`src/hdl/fcce_pkg.sv`:
```
// Shared types and constants for the cluster chain engine.
// No dependencies; imported by every module of the block.
package fcce_pkg;

	localparam int unsigned ENTRY_W = 28;
	localparam int unsigned CL_W    = 12;
	localparam int unsigned CNT_W   = 13;

	localparam logic [ENTRY_W-1:0] END_MARK  = 28'hFFFFFFF;
	localparam logic [ENTRY_W-1:0] END_MIN   = 28'hFFFFFF8;
	localparam logic [ENTRY_W-1:0] FREE_MARK = 28'h0000000;

	localparam logic [CNT_W-1:0] CLUSTER_COUNT_RST = 13'd4096;
	localparam logic [CNT_W-1:0] FIRST_CLUSTER     = 13'd2;

	typedef enum logic [1:0] {
		REQ_READ  = 2'd0,
		REQ_ALLOC = 2'd1,
		REQ_FREE  = 2'd2,
		REQ_LOAD  = 2'd3
	} req_t;

	typedef enum logic [1:0] {
		STAT_OK    = 2'd0,
		STAT_FULL  = 2'd1,
		STAT_RANGE = 2'd2
	} stat_t;

	typedef enum logic [3:0] {
		ST_CLEAR,
		ST_IDLE,
		ST_RD_WAIT,
		ST_SCAN,
		ST_MARK,
		ST_LINK,
		ST_FREE_RD,
		ST_FREE_CHK
	} state_t;

	typedef struct packed {
		logic               fire;
		stat_t              status;
		logic [ENTRY_W-1:0] value;
		logic [CNT_W-1:0]   freed;
	} result_t;

endpackage

```
`src/hdl/fcce_ctrl.sv`:
```
// Request sequencer: clearing pass, link read, free-entry scan, chain free, raw load.
// Depends on fcce_pkg; drives the table memory ports of fcce_mem.
module fcce_ctrl #(
	parameter int unsigned FAT_DEPTH = 4096,
	parameter int unsigned AW        = 12
) (
	input  logic                         clk,
	input  logic                         arst_n,
	input  logic                         start,
	output logic                         busy,
	input  fcce_pkg::req_t               req_type,
	input  logic [fcce_pkg::CL_W-1:0]    cluster,
	input  logic [fcce_pkg::ENTRY_W-1:0] load_value,
	input  logic [fcce_pkg::CNT_W-1:0]   lim,
	output logic                         rd_en,
	output logic [AW-1:0]                rd_addr,
	input  logic [fcce_pkg::ENTRY_W-1:0] rd_data,
	output logic                         wr_en,
	output logic [AW-1:0]                wr_addr,
	output logic [fcce_pkg::ENTRY_W-1:0] wr_data,
	output fcce_pkg::result_t            result
);
	import fcce_pkg::*;

	localparam logic [AW-1:0] LAST_ADDR = AW'(FAT_DEPTH - 1);

	state_t             state_q, state_d;
	logic [CL_W-1:0]    cl_q, cl_d;
	logic [ENTRY_W-1:0] cur_q, cur_d;
	logic [CNT_W-1:0]   steps_q, steps_d;
	logic [CNT_W-1:0]   freed_q, freed_d;
	logic [CNT_W-1:0]   issue_q, issue_d;
	logic [CNT_W-1:0]   chk_q, chk_d;
	logic               chk_vld_q, chk_vld_d;
	logic [CNT_W-1:0]   found_q, found_d;
	logic [AW-1:0]      clr_q, clr_d;
	result_t            res_q, res_d;

	logic [CNT_W-1:0]   cl_ext;
	logic [CNT_W-1:0]   freed_inc;

	assign cl_ext    = CNT_W'(cluster);
	assign freed_inc = freed_q + CNT_W'(1);

	always_ff @(posedge clk or negedge arst_n) begin
		if (!arst_n) begin
			state_q   <= ST_CLEAR;
			clr_q     <= '0;
			chk_vld_q <= 1'b0;
			res_q     <= '0;
		end else begin
			state_q   <= state_d;
			clr_q     <= clr_d;
			chk_vld_q <= chk_vld_d;
			res_q     <= res_d;
		end
	end

	always_ff @(posedge clk) begin
		cl_q    <= cl_d;
		cur_q   <= cur_d;
		steps_q <= steps_d;
		freed_q <= freed_d;
		issue_q <= issue_d;
		chk_q   <= chk_d;
		found_q <= found_d;
	end

	always_comb begin
		state_d   = state_q;
		cl_d      = cl_q;
		cur_d     = cur_q;
		steps_d   = steps_q;
		freed_d   = freed_q;
		issue_d   = issue_q;
		chk_d     = chk_q;
		chk_vld_d = 1'b0;
		found_d   = found_q;
		clr_d     = clr_q;
		res_d     = '0;
		rd_en     = 1'b0;
		rd_addr   = '0;
		wr_en     = 1'b0;
		wr_addr   = '0;
		wr_data   = FREE_MARK;

		case (state_q)
			ST_CLEAR: begin
				wr_en   = 1'b1;
				wr_addr = clr_q;
				clr_d   = clr_q + AW'(1);
				if (clr_q == LAST_ADDR) begin
					state_d = ST_IDLE;
				end
			end
			ST_IDLE: begin
				if (start) begin
					cl_d = cluster;
					case (req_type)
						REQ_READ: begin
							if (cl_ext < lim) begin
								rd_en   = 1'b1;
								rd_addr = AW'(cluster);
								state_d = ST_RD_WAIT;
							end else begin
								res_d.fire   = 1'b1;
								res_d.status = STAT_RANGE;
							end
						end
						REQ_ALLOC: begin
							if (cluster != '0 && cl_ext >= lim) begin
								res_d.fire   = 1'b1;
								res_d.status = STAT_RANGE;
							end else if (lim <= FIRST_CLUSTER) begin
								res_d.fire   = 1'b1;
								res_d.status = STAT_FULL;
							end else begin
								issue_d = FIRST_CLUSTER;
								state_d = ST_SCAN;
							end
						end
						REQ_FREE: begin
							cur_d   = ENTRY_W'(cluster);
							steps_d = '0;
							freed_d = '0;
							state_d = ST_FREE_RD;
						end
						REQ_LOAD: begin
							res_d.fire = 1'b1;
							if (cl_ext < lim) begin
								wr_en        = 1'b1;
								wr_addr      = AW'(cluster);
								wr_data      = load_value;
								res_d.status = STAT_OK;
							end else begin
								res_d.status = STAT_RANGE;
							end
						end
						default: begin
							res_d.fire   = 1'b1;
							res_d.status = STAT_RANGE;
						end
					endcase
				end
			end
			ST_RD_WAIT: begin
				res_d.fire   = 1'b1;
				res_d.status = STAT_OK;
				res_d.value  = rd_data;
				state_d      = ST_IDLE;
			end
			ST_SCAN: begin
				// one read issued per cycle; the entry read last cycle is checked now
				if (chk_vld_q && rd_data == FREE_MARK) begin
					found_d = chk_q;
					state_d = ST_MARK;
				end else if (issue_q < lim) begin
					rd_en     = 1'b1;
					rd_addr   = AW'(issue_q);
					chk_d     = issue_q;
					chk_vld_d = 1'b1;
					issue_d   = issue_q + CNT_W'(1);
				end else if (!chk_vld_q) begin
					res_d.fire   = 1'b1;
					res_d.status = STAT_FULL;
					state_d      = ST_IDLE;
				end
			end
			ST_MARK: begin
				wr_en   = 1'b1;
				wr_addr = AW'(found_q);
				wr_data = END_MARK;
				if (cl_q != '0) begin
					state_d = ST_LINK;
				end else begin
					res_d.fire   = 1'b1;
					res_d.status = STAT_OK;
					res_d.value  = ENTRY_W'(found_q);
					state_d      = ST_IDLE;
				end
			end
			ST_LINK: begin
				// overwrites the end mark when the last cluster is the found one
				wr_en        = 1'b1;
				wr_addr      = AW'(cl_q);
				wr_data      = ENTRY_W'(found_q);
				res_d.fire   = 1'b1;
				res_d.status = STAT_OK;
				res_d.value  = ENTRY_W'(found_q);
				state_d      = ST_IDLE;
			end
			ST_FREE_RD: begin
				if (steps_q >= lim || cur_q < ENTRY_W'(FIRST_CLUSTER)
						|| cur_q >= ENTRY_W'(lim)) begin
					res_d.fire   = 1'b1;
					res_d.status = STAT_RANGE;
					res_d.freed  = freed_q;
					state_d      = ST_IDLE;
				end else begin
					rd_en   = 1'b1;
					rd_addr = AW'(cur_q);
					state_d = ST_FREE_CHK;
				end
			end
			ST_FREE_CHK: begin
				if (rd_data == FREE_MARK) begin
					res_d.fire   = 1'b1;
					res_d.status = STAT_RANGE;
					res_d.freed  = freed_q;
					state_d      = ST_IDLE;
				end else begin
					wr_en   = 1'b1;
					wr_addr = AW'(cur_q);
					wr_data = FREE_MARK;
					freed_d = freed_inc;
					if (rd_data >= END_MIN) begin
						res_d.fire   = 1'b1;
						res_d.status = STAT_OK;
						res_d.freed  = freed_inc;
						state_d      = ST_IDLE;
					end else begin
						cur_d   = rd_data;
						steps_d = steps_q + CNT_W'(1);
						state_d = ST_FREE_RD;
					end
				end
			end
			default: begin
				state_d = ST_IDLE;
			end
		endcase
	end

	assign busy   = (state_q != ST_IDLE);
	assign result = res_q;

endmodule

```
`config.mk`:
```
export PLATFORM = sky130hd
export DESIGN_NAME = fcce_ctrl
export DESIGN_NICKNAME = d
export VERILOG_FILES = /design/src/hdl/fcce_pkg.sv /design/src/hdl/fcce_ctrl.sv
export SDC_FILE = /design/constraint.sdc
export NUM_CORES = 1
export LEC_CHECK = 0
export ABC_AREA = 1
export CORE_AREA = 2 2 160 162
export DETAILED_ROUTE_END_ITERATION = 16
export DIE_AREA = 0 0 162 164
export DONT_BUFFER_PORTS = 1
export PLACE_DENSITY = 0.53
export SLEW_MARGIN = 20
export SYNTH_ARGS = -nofsm -noshare
export SYNTH_HDL_FRONTEND = slang
export SYNTH_SLANG_ARGS = --single-unit
```
`constraint.sdc`:
```
create_clock -name clk -period 10.8 [get_ports clk]
set_input_delay 0 -clock clk [delete_from_list [all_inputs] [get_ports clk]]
set_output_delay 0 -clock clk [all_outputs]
set_load 0.03 [all_outputs]
```
== After elaboration in Yosys (flattened, before gate mapping) ==
Cells that the tools add are included.

* Output and inout bits: 99
* Register bits: 166
* Word-level logic and storage cells: 154

* Multiplexer cells: 79
* Reductions and logical operators: 20
* Add/sub/neg operators: 4
* $lt $le $gt $ge: 8
* Bitwise logic cells: 1
* Equal/unequal tests: 28

{| class="wikitable"
|+ Operators by type and width
! operator !! number
|-
| $mux W28 || 7
|-
| $mux W13 || 14
|-
| $pmux W28 S3 || 2
|-
| $mux W12 || 9
|-
| $pmux W13 S2 || 4
|-
| $pmux W12 S5 || 1
|-
| $pmux W28 S2 || 1
|-
| $mux W3 || 14
|-
| $add A13 B1 Y13 const B || 3
|-
| $pmux W12 S3 || 1
|-
| $mux W4 || 8
|-
| $mux W31 || 1
|-
| $ge A28 B13 Y1 || 1
|-
| $ge A28 B28 Y1 const B || 1
|-
| $logic_not A28 Y1 || 1
|-
| $lt A28 B2 Y1 const B || 1
|-
| $pmux W4 S6 || 1
|-
| $reduce_bool A12 Y1 || 2
|-
| $pmux W3 S6 || 1
|-
| $eq A4 B3 Y1 const B || 4
|-
| $ne A2 B2 Y1 const B || 8
|-
| $ne A3 B3 Y1 const B || 5
|-
| $ge A12 B13 Y1 || 1
|-
| $ge A13 B13 Y1 || 1
|-
| other kinds (30) || 48
|}

== Logic depth before layout (Yosys ltp) ==
Gate-level depths: netlist of the first run.

* Depth in word-level cells: 6
* Mapped depth: 15
* Gate-level depth less buffers: 15

== Least setup slack after synthesis of the first run ==
Ideal clock, no wire load.

* Path type: reg-to-reg
* Start: register state_q[0]
* End: register cur_q[0] (enable)
* Path buffers: 1
* Setup slack: 6.562 ns
* Data required time: 10.310 ns
* Cell stages (with the launch flop): 9
* Data arrival time: 3.748 ns
* Cells stage by stage: dfrtp_1 buf_6 inv_4 nor2_2 inv_2 nor2_4 inv_4 nor2_1 nor3_1

* Cells in the longest elaborated chain, start to end: 3
* Elaborated cells on any way between the ends: 8

{| class="wikitable"
|+ RTL lines
! what !! RTL line !! RTL
|-
| from (decl) || fcce_ctrl.sv:27 || <nowiki>state_t state_q, state_d;</nowiki>
|-
| from (signal assigned) || fcce_ctrl.sv:52 || <nowiki>state_q <= state_d;</nowiki>
|-
| $eq A4 B1 Y1 or $eq A4 B3 Y1 (tied branches) || fcce_ctrl.sv:87 || <nowiki>case (state_q)</nowiki>
|-
| $ne A2 B1 Y1 (no source line), or another cell as far along || -- ||
|-
| $reduce_and A5 Y1 (no source line) (*) || -- ||
|-
| to (signal assigned) || fcce_ctrl.sv:61 || <nowiki>cur_q <= cur_d;</nowiki>
|-
| to (decl) || fcce_ctrl.sv:29 || <nowiki>logic [ENTRY_W-1:0] cur_q, cur_d;</nowiki>
|}

Every way passes the cells marked *; elsewhere a longest branch is shown, timed or not.
A chain may end at the register's enable or synchronous reset.

== Final worst setup path of the first run ==
* Start: register state_q[0]
* End: output rd_addr[3]

* Cells in the longest elaborated chain, start to end: 2
* Elaborated cells on any way between the ends: 4

{| class="wikitable"
|+ RTL lines
! what !! RTL line !! RTL
|-
| $eq A4 B3 Y1, or another cell as far along || fcce_ctrl.sv:87 ||
|-
| $pmux W12 S3 (*) || fcce_ctrl.sv:87 ||
|-
| to (decl) || fcce_ctrl.sv:16 || <nowiki>output logic [AW-1:0] rd_addr,</nowiki>
|}

Marks and branches as above.

==> qor.csv, run 1 <==
metric,value,unit
syn_avg_cell_area,8.426,sq um
worstSetupStartpointType,flip-flop,
start_util,39.48,%
clk_path_buf_depth,2,
die_area,26570,sq um
timing.setup.tns,0,ns
gp_congestion,0.8853,
synth_cell_types,45,
ys_warn_count,0,
boundaryPins,185,
rows,58,
syn_inst,1163,
rsz0062_at_grt,false,
core_area,24820,sq um
synth_area,9799,sq um
nets,1341,
cts_resized,0,
layout_commonest_cell,nand2_1,
async_flop_share,36.36,%
drt-pass1-iter-count,5,
vias,8462,
hold_viol_final,0,
ys_seq_area_share,47.50,%
grt_max_degree,61,
critPathRequiredTime,10.80,ns
routed_wl,33.09,mm
reg2reg_depth,7,
drtIter0Drc,950,
cap_violations,0,
fin_util,45.14,%
path_class,reg -> out,
routed_via_density,5.477,
die_x,162,um
finalSetupViolations,0,
globalRouteOverflowTotal,0,
most-common-layout-cells,"271 x nand2_1, 149 x nor2_1, 142 x inv_1",
skew,0.01361,ns
r2r_end,result[13]$_DFF_PN0_,
drive_above_1_share,5.931,%
hold_end,state_q[1]$_DFFE_PN0P_,
ys_seq_elements,165,
worstHoldPathType,in -> reg,
p_per_area,218.4,nW/um^2
grt_use_met3,6.237,%
critPathMaxFanout,15,
hold_depth,7,
wl_per_cell,21.42,um
grt_pass1_vias,8081,
grtUsageMet2,40.14,%
route.detailed.drc,0,
ys.flop_type,edfxtp_1,
synth-edff-count,105,
cts-htree-levels,4,
tightestPinTransition,1.123,ns
busiest_layer,met2,
root_buffer,clkbuf_16,
cts_buffers,17,
finalCriticalPeriod,3.667,ns
hp-start,req_type[1],
outcome,finished clean,
ir_worst_vdd,0.1086,mV
timing.rr.start,state_q[0]$_DFFE_PN0P_,
ant_nets,0,
clkTransAtPathRegs,0.07,ns
antenna_found_initial,3,
period_share,33.95,%
gr-usage-met1,33.36,%
fillers,2421,
cts_tree,yes,
dp_hpwl,23.57,mm
regToRegSetupSlack,7.75,ns
cts_sinks,165,
globalRouteTotalUtil,25.00,%
critPathArrivalTime,3.67,ns
end_kind,output pin,
clock_latency,0.45,ns
grt_pass1_wl,48.95,mm
finalWorstSetupSlack,7.133,ns
max_slew_margin,25.03,%
dp_slack,7.682,ns
syn_nets,1303,
power_leakage,5.016,nW
maxSlewViolCount,0,
port_buffers,0,
syn2layout_area_growth,14.33,%
clock.fmax,0.2727,GHz
die_y,164,um
[sequential cells by signal, summed over array words and instances (netlist names)]
signal,flops
cur_q,28
freed_q,13
chk_vld_q,1
found_q,13
issue_q,13
chk_q,13
state_q,3
cl_q,12
result,44
clr_q,12
steps_q,13
[worst max-delay path: stages, from the launching register on]
cell and delay (ns):
dfrtp_1 0.49, inv_4 0.12, nand2_1 0.09, nor2_2 0.62
nand4_1 0.85, o211ai_1 1.04
[routing by layer]
layer / part of all wire, % / up-vias
met5: 0 / -
met2: 46 / 381
li1: - / 4004
met4: 2.6 / 0
met1: 43 / 4022
met3: 9.1 / 55
[cell type report]
cell class / count / area (sq um) / share of cell area, %
clock buffer: 18 / 429.2 / 3.831
sequential: 165 / 4654 / 41.55
tap: 330 / 412.9 / 3.686
inverter: 150 / 573.1 / 5.115
timing repair buffer: 51 / 515.5 / 4.601
clock inverter: 14 / 186.4 / 1.664
antenna: 1 / 2.502 / 0.02234
multi-input combinational: 816 / 4429 / 39.54
[synth_stat cells (all sizes together), types with 5 or more instances]
cell type,number,area [sq um]
nor3,26,140.1
clkbuf,16,60.06
nand3,76,390.4
a21oi,48,240.2
o21ai,46,230.2
nor2,158,634.4
nand3b,5,50.05
edfxtp,105,3153
buf,16,116.4
o221ai,15,131.4
nand2,273,1030
ha,54,675.7
inv,149,569.3
o211ai,35,287.8
nand4,27,168.9
nor4,10,62.56
xor2,20,175.2
dfrtp,60,1501
[power breakdown]
part / internal (mW) / switching, mW
combinational: 0.197 / 0.570
clock: 0.372 / 0.290
sequential: 0.851 / 0.167
total: 1.42 / 1.03
[logic make-up after synthesis]
family	after synthesis	share of synthesized area (%)
AO/OA/AOI/OAI	155	9.959
flip-flops	165	47.50
XOR/XNOR	24	2.145
buffers and inverters	182	7.648
AND/OR/NAND/NOR	583	25.86
adder cells (fa/ha/maj)	54	6.895
[per-stage QoR]
step	area, sq um	std cells	power [mW]	hold WS [ns]
2_1_floorplan	9799	1163	1.561	-0.2956
3_3_place_gp	10090	1466	1.756	-0.2934
3_5_place_dp	10100	1466	1.763	-0.2930
4_1_cts	11190	1544	2.448	0.005530
5_1_grt	11200	1544	2.566	0.09193
6_report	11200	1545	2.447	0.02037
[worst max-delay path by stage]
| stage | startpoint | end | slack (ns) | cells after the start |
|---|---|---|---|---|
| global route | state_q[0]$_DFFE_PN0P_ | wr_addr[8] | 6.98 | 7 |
| finish | state_q[0]$_DFFE_PN0P_ | rd_addr[3] | 7.13 | 5 |
| detailed placement | state_q[0]$_DFFE_PN0P_ | rd_addr[3] | 7.68 | 5 |
| floorplan | state_q[0]$_DFFE_PN0P_ | cur_q[0]$_DFFE_PP_ | 6.56 | 8 |
| CTS | state_q[0]$_DFFE_PN0P_ | wr_addr[8] | 7.18 | 7 |
| global placement | state_q[0]$_DFFE_PN0P_ | rd_addr[3] | 7.66 | 5 |
[timing repair]
| action | 4_1_cts | 5_1_grt |
|---|---|---|
| endpoints found under the hold margin | 144 | 0 |
| endpoints found under the setup margin | 0 | 0 |
| buffers inserted | 0 | 0 |
| hold buffers | 46 | 0 |
Note: power is estimated with default switching activity, not from simulation.
==> inputs of run 2 (changes only) <==
PLACE_DENSITY = 0.55   (was 0.53)
clock period = 3.1 ns   (was 10.8 ns; I/O delays follow)
==> qor.csv, run 2 (synthesis results as in run 1) <==
metric,value,unit,change
outcome,finished clean,,
detail_route.wirelength.met1,14.18,mm,+0.45%
largest_reg_flops,44,,unchanged
stdcell_area,11490,sq um,+2.5%
route.detailed.drc,0,,unchanged
cts_sinks,165,,unchanged
cpPeakStageDelay,0.54,ns,-0.50 ns
drive_above_1_share,8.866,%,+2.9 points
port_buffers,0,,unchanged
drt-pass1-iter-count,7,,+2
highest_layer,met4,,
report.power.total,8.549,mW,+250%
maxSlewViolCount,0,,unchanged
critPathMaxFanout,20,,+5
critPathRequiredTime,3.10,ns,-7.70 ns
path_delay_family,buffers and inverters,,
vias,8574,,+1.3%
clkTransAtPathRegs,0.07,ns,about the same
wl_per_cell,20.72,um,-3.3%
cts_setup_buffers,0,,unchanged
cts_tree,yes,,
drtIter0Drc,703,,-26%
clk_path_buf_depth,2,,unchanged
period_share,93.77,%,
clock_latency,0.44,ns,about the same
ant_nets,0,,unchanged
worstSetupStartpointType,flip-flop,,
grt_pass1_wl,49.50,mm,+1.1%
hp-start,rd_data[12],,
finalCriticalPeriod,2.907,ns,
clock.fmax,0.3440,GHz,
finalWorstSetupSlack,0.1933,ns,-6.940 ns
grt_pass1_vias,8283,,+2.5%
die_y,164,um,unchanged
p_per_area,744.3,nW/um^2,+240%
skew,0.02057,ns,+0.006966 ns
rows,58,,unchanged
tightestPinTransition,0.6594,ns,-0.4640 ns
crit_path_start,issue_q[6]$_SDFFCE_PN0P_,,
grt_max_degree,61,,unchanged
finalSetupViolations,0,,unchanged
gp_congestion,0.9285,,+4.9%
syn2layout_area_growth,17.21,%,
worstHoldPathType,in -> reg,,
cts-htree-levels,4,,unchanged
placed_cell_area,10400,sq um,+2.9%
layout.cells.non_filler,1584,,+2.5%
antenna_found_initial,1,,-2
dp.cells,1504,,+2.6%
max_slew_margin,55.92,%,+31 points
dp_hpwl,24.37,mm,+3.4%
dp_slack,0.6971,ns,-6.985 ns
routed_wl,32.82,mm,-0.82%
globalRouteTotalUtil,24.95,%,-0.055 points
slowest_stage,edfxtp_1,,
nets,1379,,+2.8%
routed_via_density,5.413,,-1.2%
globalRouteOverflowTotal,0,,unchanged
die_area,26570,sq um,unchanged
power_leakage,5.198,nW,+3.6%
most-common-layout-cells,"271 x nand2_1, 149 x nor2_1, 142 x inv_1",,
end_kind,output pin,,
wl_met2,15.29,mm,+1.3%
start_util,39.48,%,unchanged
boundaryPins,185,,unchanged
path_class,reg -> out,,
cts_buffers,17,,unchanged
ir_worst_vdd,0.3987,mV,+270%
critPathArrivalTime,2.91,ns,-0.76 ns
timing.setup.tns,0,ns,unchanged
crit_buf_inv,3,,+2
rsz0062_at_grt,false,,
cp_common_cell,nand2_1,,
timing.rr.start,steps_q[10]$_SDFFCE_PN0P_,,
crit_path_cell_trace,"ha_1, nand2_1, a21oi_1, o21ai_0, nand2_1, nor2_1, nand3_1, inv_1, buf_12, nand2_1, o211ai_1, buf_4",,
regToRegSetupSlack,0.70,ns,-7.05 ns
root_buffer,clkbuf_16,,
core_area,24820,sq um,unchanged
cap_violations,0,,unchanged
hold_viol_final,0,,unchanged
die_x,162,um,unchanged
layout_commonest_cell,nand2_1,,
wl_met3,2.645,mm,-12%
## run 2: cell count changes in the layout (fill, tap and decap cells not counted), moves of 2 or more
cell / previous run / this run
buf_4: 5 / 42
inv_8: 2 / 4
inv_6: 7 / 3
clkinv_8: 0 / 5
bufinv_16: 3 / 0
## run 2: final cells by class
class	count	area, sq um
timing repair buffer	89	813.3
multi-input combinational	816	4422
sequential	165	4654
clock inverter	15	180.2
tap	330	412.9
fill	2449	13330
inverter	150	573.1
clock buffer	17	425.4
antenna	2	5.005
## run 2: worst paths after layout
kind,to,cells after the start
max,rd_addr[9],12
min,result[9]$_DFF_PN0_,6
max reg2reg,result[4]$_DFF_PN0_,11
min reg2reg,found_q[9]$_DFFE_PP_,0
max in group asynchronous,state_q[0]$_DFFE_PN0P_,2
min in group asynchronous,result[13]$_DFF_PN0_,2
## run 2: metrics by stage
stage | util [%] | hold slack, ns
final | 46.28 | 0.01099
after global routing | 46.26 | 0.03982
after detailed placement | 41.89 | -0.2931
after floorplan | - | -0.2956
after global placement | 41.89 | -0.2938
after CTS | 46.26 | 0.001022
## run 2: metal layers
metal / track usage (%) / vias to the layer above
met2: 41.47 / 379
met3: 5.227 / 42
li1: - / 4082
met5: 0 / -
met1: 33.14 / 4071
met4: 6.879 / 0
## run 2: tightest hold or removal path: cells and delay by family
kind	cells	cell delay (ns)
AND/OR/NAND/NOR	6	0.38
## run 2: power by group
group | internal, mW | switching (mW) | leakage [nW]
combinational | 0.823 | 1.99 | 3.11
sequential | 2.96 | 0.607 | 1.80
clock | 1.10 | 1.07 | 0.297
total | 4.88 | 3.67 | 5.20
## run 2: timing repair
item	CTS	global route
hold buffers	46	0
endpoints found under the hold margin	145	0
gates resized for setup	0	0
